===== config.mk =====
export PLATFORM = sky130hd
export DESIGN_NAME = frame_rate_meter_top
export DESIGN_NICKNAME = d
export VERILOG_FILES = /design/src/hw/rtl/frm_pkg.sv /design/src/hw/rtl/frm_div.sv /design/src/hw/rtl/frame_rate_meter_top.sv
export VERILOG_INCLUDE_DIRS = /design/src /design/src/hw/rtl
export SDC_FILE = /design/constraint.sdc
export NUM_CORES = 1
export LEC_CHECK = 0
export ABC_CLOCK_PERIOD_IN_PS = 4100
export BUFFER_PORTS_ARGS = -buffer_cell sky130_fd_sc_hd__clkbuf_2
export CAP_MARGIN = 20
export CELL_PAD_IN_SITES_DETAIL_PLACEMENT = 2
export CELL_PAD_IN_SITES_GLOBAL_PLACEMENT = 2
export CORE_UTILIZATION = 42
export DETAILED_ROUTE_END_ITERATION = 10
export PLACE_DENSITY_LB_ADDON = 0.1
export SYNTH_ARGS = -nofsm -noshare
export SYNTH_HDL_FRONTEND = slang
export SYNTH_SLANG_ARGS = --single-unit

===== constraint.sdc =====
create_clock -name clk -period 4.1 [get_ports clk]
set_input_delay 0.41 -clock clk [delete_from_list [all_inputs] [get_ports clk]]
set_output_delay 0.41 -clock clk [all_outputs]
set_load 0.1 [all_outputs]

===== src/hw/rtl/frame_rate_meter_top_assert.svh =====
// Assertion macros for the frame rate meter.
// Used by frame_rate_meter_top; expects clk and rst_n in scope.
`ifndef FRAME_RATE_METER_TOP_ASSERT_SVH
`define FRAME_RATE_METER_TOP_ASSERT_SVH

// same-cycle implication
`define FRM_ASSERT_NOW(lbl, ante, cons, msg) \
  lbl: assert property (@(posedge clk) disable iff (!rst_n) (ante) |-> (cons)) \
    else $error(msg);

// next-cycle implication
`define FRM_ASSERT_NEXT(lbl, ante, cons, msg) \
  lbl: assert property (@(posedge clk) disable iff (!rst_n) (ante) |=> (cons)) \
    else $error(msg);

`endif


===== src/hw/rtl/frm_pkg.sv =====
// Shared constants and types for the frame rate meter.
// No dependencies.
package frm_pkg;

  localparam int WINDOW_DEPTH_DEF = 16;
  localparam int DELTA_W          = 16;
  localparam int RATE_W           = 14;
  localparam int RATING_W         = 2;
  localparam int RATE_SCALE       = 1000;
  localparam int RATE_MAX         = 16383;
  localparam int RESET_BAD        = 30;
  localparam int RESET_WARN       = 55;
  localparam int CFG_IDX_W        = 2;
  localparam int CFG_DATA_W       = 16;

  localparam logic [CFG_IDX_W-1:0] CFG_BAD_IDX  = 2'd0;
  localparam logic [CFG_IDX_W-1:0] CFG_WARN_IDX = 2'd1;

  typedef enum logic [RATING_W-1:0] {
    RATING_GOOD = 2'd0,
    RATING_WARN = 2'd1,
    RATING_BAD  = 2'd2
  } rating_t;

  typedef struct packed {
    logic busy;
    logic done;
  } frm_div_st_t;

endpackage


===== src/hw/rtl/frm_div.sv =====
// Bit-serial restoring divider, one quotient bit per cycle.
// Depends on frm_pkg for the status struct.
module frm_div #(
  parameter int NUM_W = 14,
  parameter int DEN_W = 19
) (
  input  logic               clk,
  input  logic               rst_n,
  input  logic               start,
  input  logic [NUM_W-1:0]   dividend,
  input  logic [DEN_W-1:0]   divisor,
  output logic [NUM_W-1:0]   quotient,
  output frm_pkg::frm_div_st_t status
);
  import frm_pkg::*;

  localparam int CNT_W = $clog2(NUM_W + 1);

  logic [NUM_W-1:0] quo_r, quo_nxt;
  logic [DEN_W-1:0] rem_r, rem_nxt;
  logic [DEN_W-1:0] den_r, den_nxt;
  logic [CNT_W-1:0] cnt_r, cnt_nxt;
  logic             busy_r, busy_nxt;
  logic             done_r, done_nxt;
  logic [DEN_W:0]   rem_sh;
  logic             ge;

  always_comb begin
    rem_sh   = {rem_r, quo_r[NUM_W-1]};
    ge       = rem_sh >= {1'b0, den_r};
    quo_nxt  = quo_r;
    rem_nxt  = rem_r;
    den_nxt  = den_r;
    cnt_nxt  = cnt_r;
    busy_nxt = busy_r;
    done_nxt = 1'b0;
    if (start) begin
      quo_nxt  = dividend;
      rem_nxt  = '0;
      den_nxt  = divisor;
      cnt_nxt  = CNT_W'(NUM_W);
      busy_nxt = 1'b1;
    end else if (busy_r) begin
      quo_nxt = {quo_r[NUM_W-2:0], ge};
      rem_nxt = ge ? DEN_W'(rem_sh - {1'b0, den_r}) : DEN_W'(rem_sh);
      cnt_nxt = cnt_r - 1'b1;
      if (cnt_r == CNT_W'(1)) begin
        busy_nxt = 1'b0;
        done_nxt = 1'b1;
      end
    end
  end

  always_ff @(posedge clk) begin
    if (!rst_n) begin
      busy_r <= 1'b0;
      done_r <= 1'b0;
    end else begin
      busy_r <= busy_nxt;
      done_r <= done_nxt;
    end
    quo_r <= quo_nxt;
    rem_r <= rem_nxt;
    den_r <= den_nxt;
    cnt_r <= cnt_nxt;
  end

  assign quotient    = quo_r;
  assign status.busy = busy_r;
  assign status.done = done_r;

endmodule


===== src/hw/rtl/frame_rate_meter_top.sv =====
// Each delta passes S_READ, S_SETUP, S_DIV and S_DONE before the next is taken;
// S_DIV waits on the bit-serial divider (NUM_W = bits of 1000 * WINDOW_DEPTH,
// 14 at default depth) and is skipped when the window sum is not positive.
// Synchronous active-low reset clears fill count, slot and sum and presets the
// thresholds; the ring is not cleared, the fill count covers unwritten slots.
module frame_rate_meter_top #(
  parameter int WINDOW_DEPTH = frm_pkg::WINDOW_DEPTH_DEF
) (
  input  logic                          clk,
  input  logic                          rst_n,
  input  logic                          in_tvalid,
  output logic                          in_tready,
  input  logic [15:0]                   in_tdata,   // [15:0] frame_delta_ms
  output logic                          out_tvalid,
  input  logic                          out_tready,
  // [13:0] frames_per_second, [29:14] latest_delta_ms, [31:30] rate_rating
  output logic [31:0]                   out_tdata,
  input  logic                          cfg_valid,
  output logic                          cfg_ready,
  input  logic [frm_pkg::CFG_IDX_W-1:0] cfg_index,
  input  logic [frm_pkg::CFG_DATA_W-1:0] cfg_data
);
  import frm_pkg::*;
  `include "frame_rate_meter_top_assert.svh"

  localparam int SLOT_W = $clog2(WINDOW_DEPTH);
  localparam int CNT_W  = $clog2(WINDOW_DEPTH + 1);
  localparam int SUM_W  = DELTA_W + $clog2(WINDOW_DEPTH);
  localparam int NUM_W  = $clog2(RATE_SCALE * WINDOW_DEPTH + 1);

  typedef enum logic [2:0] {
    S_IDLE, S_READ, S_SETUP, S_DIV, S_DONE
  } state_t;

  state_t                   state_r, state_nxt;
  logic [SLOT_W-1:0]        slot_r, slot_nxt;
  logic [CNT_W-1:0]         cnt_r, cnt_nxt;
  logic signed [SUM_W-1:0]  sum_r, sum_nxt;
  logic [RATE_W-1:0]        bad_r, bad_nxt;
  logic [RATE_W-1:0]        warn_r, warn_nxt;
  logic signed [DELTA_W-1:0] delta_r, delta_nxt;
  logic [RATE_W-1:0]        rate_r, rate_nxt;
  logic                     out_valid_r, out_valid_nxt;
  logic [RATE_W-1:0]        out_fps_r, out_fps_nxt;
  logic [DELTA_W-1:0]       out_delta_r, out_delta_nxt;
  rating_t                  out_rating_r, out_rating_nxt;

  logic signed [DELTA_W-1:0] ring_mem [WINDOW_DEPTH];
  logic signed [DELTA_W-1:0] ring_rd_r;

  logic                     in_xfer, full, div_start, sum_pos;
  logic [NUM_W-1:0]         div_num, div_quo;
  logic [SUM_W-2:0]         div_den;
  frm_div_st_t              div_st;

  assign in_tready = (state_r == S_IDLE);
  assign in_xfer   = in_tvalid && in_tready;
  assign cfg_ready = 1'b1;
  assign full      = (cnt_r == CNT_W'(WINDOW_DEPTH));
  assign sum_pos   = !sum_r[SUM_W-1] && (sum_r != '0);
  assign div_num   = NUM_W'(32'(cnt_r) * RATE_SCALE);
  assign div_den   = sum_r[SUM_W-2:0];

  frm_div #(
    .NUM_W(NUM_W),
    .DEN_W(SUM_W - 1)
  ) u_div (
    .clk     (clk),
    .rst_n   (rst_n),
    .start   (div_start),
    .dividend(div_num),
    .divisor (div_den),
    .quotient(div_quo),
    .status  (div_st)
  );

  always_ff @(posedge clk) begin
    if (in_xfer) begin
      ring_rd_r <= ring_mem[slot_r];
    end
    if (state_r == S_READ) begin
      ring_mem[slot_r] <= delta_r;
    end
  end

  always_comb begin
    state_nxt      = state_r;
    slot_nxt       = slot_r;
    cnt_nxt        = cnt_r;
    sum_nxt        = sum_r;
    bad_nxt        = bad_r;
    warn_nxt       = warn_r;
    delta_nxt      = delta_r;
    rate_nxt       = rate_r;
    out_valid_nxt  = out_valid_r && !out_tready;
    out_fps_nxt    = out_fps_r;
    out_delta_nxt  = out_delta_r;
    out_rating_nxt = out_rating_r;
    div_start      = 1'b0;

    if (cfg_valid && cfg_ready) begin
      if (cfg_index == CFG_BAD_IDX) begin
        bad_nxt = RATE_W'(cfg_data);
      end else if (cfg_index == CFG_WARN_IDX) begin
        warn_nxt = RATE_W'(cfg_data);
      end
    end

    case (state_r)
      S_IDLE: begin
        if (in_xfer) begin
          delta_nxt = in_tdata;
          state_nxt = S_READ;
        end
      end
      S_READ: begin
        sum_nxt = sum_r + SUM_W'(delta_r) - (full ? SUM_W'(ring_rd_r) : SUM_W'(0));
        if (!full) begin
          cnt_nxt = cnt_r + 1'b1;
        end
        slot_nxt  = (slot_r == SLOT_W'(WINDOW_DEPTH - 1)) ? '0 : slot_r + 1'b1;
        state_nxt = S_SETUP;
      end
      S_SETUP: begin
        if (sum_pos) begin
          div_start = 1'b1;
          state_nxt = S_DIV;
        end else begin
          rate_nxt  = '0;
          state_nxt = S_DONE;
        end
      end
      S_DIV: begin
        if (div_st.done) begin
          rate_nxt  = (32'(div_quo) > RATE_MAX) ? RATE_W'(RATE_MAX) : RATE_W'(div_quo);
          state_nxt = S_DONE;
        end
      end
      S_DONE: begin
        if (!out_valid_r || out_tready) begin
          out_valid_nxt = 1'b1;
          out_fps_nxt   = rate_r;
          out_delta_nxt = delta_r;
          if (rate_r < bad_r) begin
            out_rating_nxt = RATING_BAD;
          end else if (rate_r < warn_r) begin
            out_rating_nxt = RATING_WARN;
          end else begin
            out_rating_nxt = RATING_GOOD;
          end
          state_nxt = S_IDLE;
        end
      end
      default: begin
        state_nxt = S_IDLE;
      end
    endcase
  end

  always_ff @(posedge clk) begin
    if (!rst_n) begin
      state_r     <= S_IDLE;
      slot_r      <= '0;
      cnt_r       <= '0;
      sum_r       <= '0;
      bad_r       <= RATE_W'(RESET_BAD);
      warn_r      <= RATE_W'(RESET_WARN);
      out_valid_r <= 1'b0;
    end else begin
      state_r     <= state_nxt;
      slot_r      <= slot_nxt;
      cnt_r       <= cnt_nxt;
      sum_r       <= sum_nxt;
      bad_r       <= bad_nxt;
      warn_r      <= warn_nxt;
      out_valid_r <= out_valid_nxt;
    end
    delta_r      <= delta_nxt;
    rate_r       <= rate_nxt;
    out_fps_r    <= out_fps_nxt;
    out_delta_r  <= out_delta_nxt;
    out_rating_r <= out_rating_nxt;
  end

  assign out_tvalid = out_valid_r;
  assign out_tdata  = {out_rating_r, out_delta_r, out_fps_r};

  `FRM_ASSERT_NOW(a_cnt_range, 1'b1, cnt_r <= CNT_W'(WINDOW_DEPTH), "fill count beyond depth")
  `FRM_ASSERT_NEXT(a_xfer_read, in_xfer, state_r == S_READ, "transfer did not start update")
  `FRM_ASSERT_NOW(a_div_state, div_st.done, state_r == S_DIV, "divider done outside divide")
  `FRM_ASSERT_NOW(a_div_busy, state_r == S_DIV, div_st.busy || div_st.done, "divider idle")
  `FRM_ASSERT_NEXT(a_out_hold, state_r == S_DONE && out_valid_r && !out_tready,
                   state_r == S_DONE, "pending result overwritten")

endmodule


Word-level counts from Yosys, hierarchy flattened. Memory sizes are Yosys's and may differ from the RTL's. A register that Yosys moved wholly into a read port is not among the register bits. Index checks and enable logic that the tools add are counted.

Flip-flop bits (word level): 181. Bits in writable memories: 256. Bits of input ports: 39. Word-level logic and storage cells: 90. Memories: 1.

Memories: ring_mem (words 16, bits a word 16, rd ports 1, clocked after memory_dff 1, wr ports 1, line frame_rate_meter_top.sv:48) `logic signed [DELTA_W-1:0] ring_mem [WINDOW_DEPTH];`.

Add/sub/neg operators: 6. $mul: 1. Magnitude comparators: 3. Equality and inequality tests: 12. Multiplexer cells: 24. Bitwise operators: 4. Reductions and logical operators: 20.

Operators by type and width (count): $mux W14 (4); $lt A14 B14 Y1 (2); $pmux W14 S2 (1); $add A20 B16 Y20 (1); $ge A20 B19 Y1 (1); $mux W20 (1); $reduce_bool A20 Y1 (1); $sub A20 B20 Y20 (1); $mux W19 (1); $sub A19 B19 Y19 (1); $pmux W3 S5 (1); $mux W3 (4); $mul A5 B7 Y11 const B (1); $mux W1 (11); $reduce_and A3 Y1 (3); $reduce_and A2 Y1 (4); $eq A3 B2 Y1 const B (2); $add A5 B1 Y5 const B (1); $eq A5 B5 Y1 const B (1); $add A4 B1 Y4 const B (1); $eq A4 B1 Y1 const B (1); $eq A4 B4 Y1 const B (1); $mux W4 (1); $ne A2 B1 Y1 const B (2); 13 further kinds (22).

Depth between registers and ports, before layout.
Word-level depth: 5. Depth in mapped cells: 16. Depth with buffers taken out: 15.

Cells and area by module. A second synthesis with hierarchy kept.

Cell total of the unflattened synthesis: 1513. Area total of the unflattened synthesis: 21081.5 µm².

By module, submodules not included: frame_rate_meter_top (instances 1, cells an instance 1145, area each 17578.1 µm², seq. area each 11250.8 µm²); frm_div (instances 1, cells an instance 368, area each 3503.4 µm², seq. area each 1491.4 µm²).

Least setup slack after synthesis. Ideal clock, no wire load.

Kind: flip-flop to flip-flop. Start point: register state_r[1]. End point: register delta_r[0] (enable). Arrival time: 3487 ps. Required time: 3708 ps. Slack: 221 ps. Stages on the path, launching flop included: 3. Clock period less this slack: 3879 ps. Path through: dfxtp_1 -> nor3_1 -> and2_1.

Cells in the longest elaborated chain, start to end: 3.

RTL lines: from (decl) (line frame_rate_meter_top.sv:35) `state_t state_r, state_nxt;`; from (signal assigned) (line frame_rate_meter_top.sv:170) `state_r <= state_nxt;`; $logic_not A3 Y1 (line frame_rate_meter_top.sv:56) `assign in_tready = (state_r == S_IDLE);`; named net in_tready (line frame_rate_meter_top.sv:12) `output logic in_tready,`; $logic_and A1 B1 Y1 (line frame_rate_meter_top.sv:57) `assign in_xfer = in_tvalid && in_tready;`; named net in_xfer (line frame_rate_meter_top.sv:51) `logic in_xfer, full, div_start, sum_pos;`; $reduce_and A2 Y1 (no source line); to (signal assigned) (line frame_rate_meter_top.sv:178) `delta_r <= delta_nxt;`; to (decl) (line frame_rate_meter_top.sv:41) `logic signed [DELTA_W-1:0] delta_r, delta_nxt;`.

The timed path passes the listed nets, and every way through them passes these cells. A chain may end at the register's enable or synchronous reset.

Worst setup path in the final report.
Start point: register cnt_r[0]. End point: register sum_r[19].

Cells in the longest elaborated chain, start to end: 3.

RTL lines: from (decl) (line frame_rate_meter_top.sv:37) `logic [CNT_W-1:0] cnt_r, cnt_nxt;`; from (signal assigned) (line frame_rate_meter_top.sv:172) `cnt_r <= cnt_nxt;`; $eq A5 B5 Y1 (line frame_rate_meter_top.sv:59) `assign full = (cnt_r == CNT_W'(WINDOW_DEPTH));`; $mux W20 (line frame_rate_meter_top.sv:117) `sum_nxt = sum_r + SUM_W'(delta_r) - (full ? SUM_W'(ring_rd_r) : SUM_W'(0));`; $sub A20 B20 Y20 (line frame_rate_meter_top.sv:117); to (signal assigned) (line frame_rate_meter_top.sv:173) `sum_r <= sum_nxt;`; to (decl) (line frame_rate_meter_top.sv:38) `logic signed [SUM_W-1:0] sum_r, sum_nxt;`.

No other way between the ends.

==> summary.txt <==
Clock tree
  • Clock Path Buffers: 3
  • CTS Root Cell: clkbuf_16
  • CTS tree: done
  • CTS sink count: 453
  • Num CTS Buffers: 50
  • Setup bufs post-CTS: 0
  • Clock latency on the worst-skew pair: 620 ps
  • Clock transition at path regs: 60 ps
  • Htree depth: 2

Run status
  • Status: finished clean

Layout
  • Final Non-Filler Cells: 2363
  • Most frequent cells in the layout: 364 x edfxtp_1, 154 x inv_1, 123 x nand2_1
  • Commonest non-fill, non-tap cell in the layout: edfxtp_1
  • P&R area growth vs syn: 15.2%
  • Core Util, Final: 0.493
  • Final Net Count: 1819
  • Design Area, Final: 24300 µm²
  • N_diodes: 0
  • Proportion of layout cells with a drive suffix above 1: 0.185

Logic synthesis
  • Synth Area in Compound Gates: 0.0768
  • Cell count after synthesis: 1540
  • Post-Synth XOR/XNOR Area: 0.0150
  • FFs w/ async S/R, synth: 0
  • Adder and majority gate portion of the synthesized area: 0.0832
  • Synthesized area per cell: 13.7 µm²
  • Synth warn: 0
  • Post-synth EDFFs: 364
  • Post-Synth Simple-Gate Area: 0.0880
  • Largest family of logic cells by synthesized area: multiplexers
  • Post-synthesis cell type count: 80
  • Top FF cell, synth: edfxtp_1
  • FF+latch count, synth: 453
  • Mapped Nets: 1701
  • Mux contribution to synthesized area: 0.0914
  • Synthesized area: 21100 µm²
  • Sequential fraction of the synthesis area: 0.604

Setup path
  • CP endpoint kind: register
  • Crit-path max FO: 18
  • Critical path class: register to register
  • Worst reg2reg startpoint: cnt_r[0]
  • Critical path origin: cnt_r[0]
  • Crit start category: register
  • CP arrival: 4290 ps
  • CP required: 4590 ps

Timing
  • Period utilisation layout: 0.928
  • Clock Skews: 71.6 ps
  • F_max: 263 MHz
  • Setup Viol. Count Final: 0
  • RSZ-0062 raised after global routing: false
  • Final Critical Period: 3810 ps
  • Final slew viol count: 0
  • Worst Tran Pin Value: 1000 ps
  • Setup tns final: 0 ps
  • Slew HR: 0.334
  • Final hold slack: 58.7 ps
  • Hold Fails Final Rpt: 0
  • Final setup margin: 295 ps

Global routing
  • Total gr overflow: 0
  • Initial antenna violation count: 0
  • Vias in the first global route: 14.3k
  • Total GRT Usage: 0.231
  • First-pass GRT wire length: 87.3 mm
  • Largest net degree at the start of global routing: 52

Power
  • Pwr/cell area: 707 nW/µm²
  • Maximum vdd ir drop: 0.411 mV
  • Design Power: 17.1 mW
  • Leakage: 8.87 nW

Floorplan
  • Die X: 226 µm
  • Die ar.: 51000 µm²
  • Row count: 81
  • IO Pins: 74
  • Initial Util: 0.428
  • DIE HEIGHT: 226 µm
  • Core Region: 49200 µm²

Drt
  • Vias per cell: 5.48
  • Iteration count of the initial detailed-routing pass: 5
  • DRT iter0 DRCs: 715
  • Via count: 12.9k
  • Total Wirelength: 56.8 mm
  • Avg WL per Cell: 24.0 µm
  • DRC viols: 0
  • Post-route ant nets: 0

Place
  • RePlAce Congestion: 0.782
  • Pre-CTS setup slack: 212 ps
  • Placed Instances: 2254
  • Dpl cell area: 22400 µm²
  • Port buffer count: 70
  • Final HPWL DP: 38.9 mm

Flow run
  • Max Cap Viol: 0

Min path
  • Worst Min Path Start: cfg_data[11]
  • HP Class: input port to register
[where the power goes]
part	internal, mW	switching, mW	leakage (nW)
combinational	2.32	3.65	3.99
sequential	5.86	0.640	4.04
clock	2.74	1.92	0.836
[kinds of logic (layout without fill, tap and decap cells)]
| logic type | Yosys count | after routing |
|---|---|---|
| xor+xnor | 36 | 36 |
| fa+ha+maj | 122 | 122 |
| flops | 453 | 453 |
| buf+inv | 221 | 380 |
| other cells | 1 | 1 |
| mux | 92 | 92 |
| compound gates | 247 | 247 |
| simple gates | 368 | 368 |
[critical path, cell delays in order, from the launching register on]
cell and delay, ps:
dfxtp_1 410, inv_1 90, ha_1 190, and3_1 200, buf_12 160, and2_1 270
fa_1 530, inv_1 50, ha_1 370, and3_1 260, a221o_1 330, a21o_1 190
o21a_1 180, nor3_1 240, mux2i_1 200
[final cells by class]
cell class,count,area [µm²]
inverter,155,582
sequential,453,12700
tap,664,831
timing repair buffer,132,872
clock buffer,61,1310
clock inverter,32,392
fill,4685,24900
multi-input combinational,866,7540
[per-layer routing]
layer | share of wire | global-route usage | up-vias
met5 | 0 | 0 | -
met2 | 0.51 | 0.407 | 226
met3 | 0.031 | 0.0281 | 99
li1 | - | - | 5919
met1 | 0.44 | 0.297 | 6704
met4 | 0.026 | 0.0707 | 0
[worst paths after layout]
path / end / slack, ps / cells after the start
hold / removal: warn_r[11] / 60 / 3
setup / recovery: sum_r[19] / 290 / 14
setup reg to reg: sum_r[19] / 290 / 14
hold reg to reg: u_div.rem_r[5] / 460 / 2
[Yosys cell counts, types with 21 or more instances]
cell,count,area (µm²)
and2_1,44,275
edfxtp_1,364,10900
inv_1,154,578
fa_1,30,601
dfxtp_1,89,1780
xnor2_1,26,228
nor2_1,54,203
nand3_1,36,180
ha_1,92,1150
nor3_1,22,110
a21o_1,21,158
mux4_2,80,1800
a21boi_0,24,180
clkbuf_1,44,165
o21ai_0,55,275
nand2_1,123,462
a21oi_1,53,265
[what timing repair did]
item / 4_1_cts / 5_1_grt
hold endpoints to repair: 16 / 0
hold buffers: 16 / 0
setup endpoints to repair: 0 / 3
resized for setup: 0 / 4
[state kept, by name, summed over array words and instances (netlist names), 2 cells and up]
signal          cells
out_fps_r          14
ring_mem          256
delta_r            16
u_div.cnt_r         4
sum_r              20
warn_r             14
ring_rd_r          16
bad_r              14
out_rating_r        2
state_r             3
u_div.rem_r        19
slot_r              4
cnt_r               5
u_div.quotient     14
u_div.den_r        19
rate_r             14
out_delta_r        16
(Power assumes the default switching activity.)
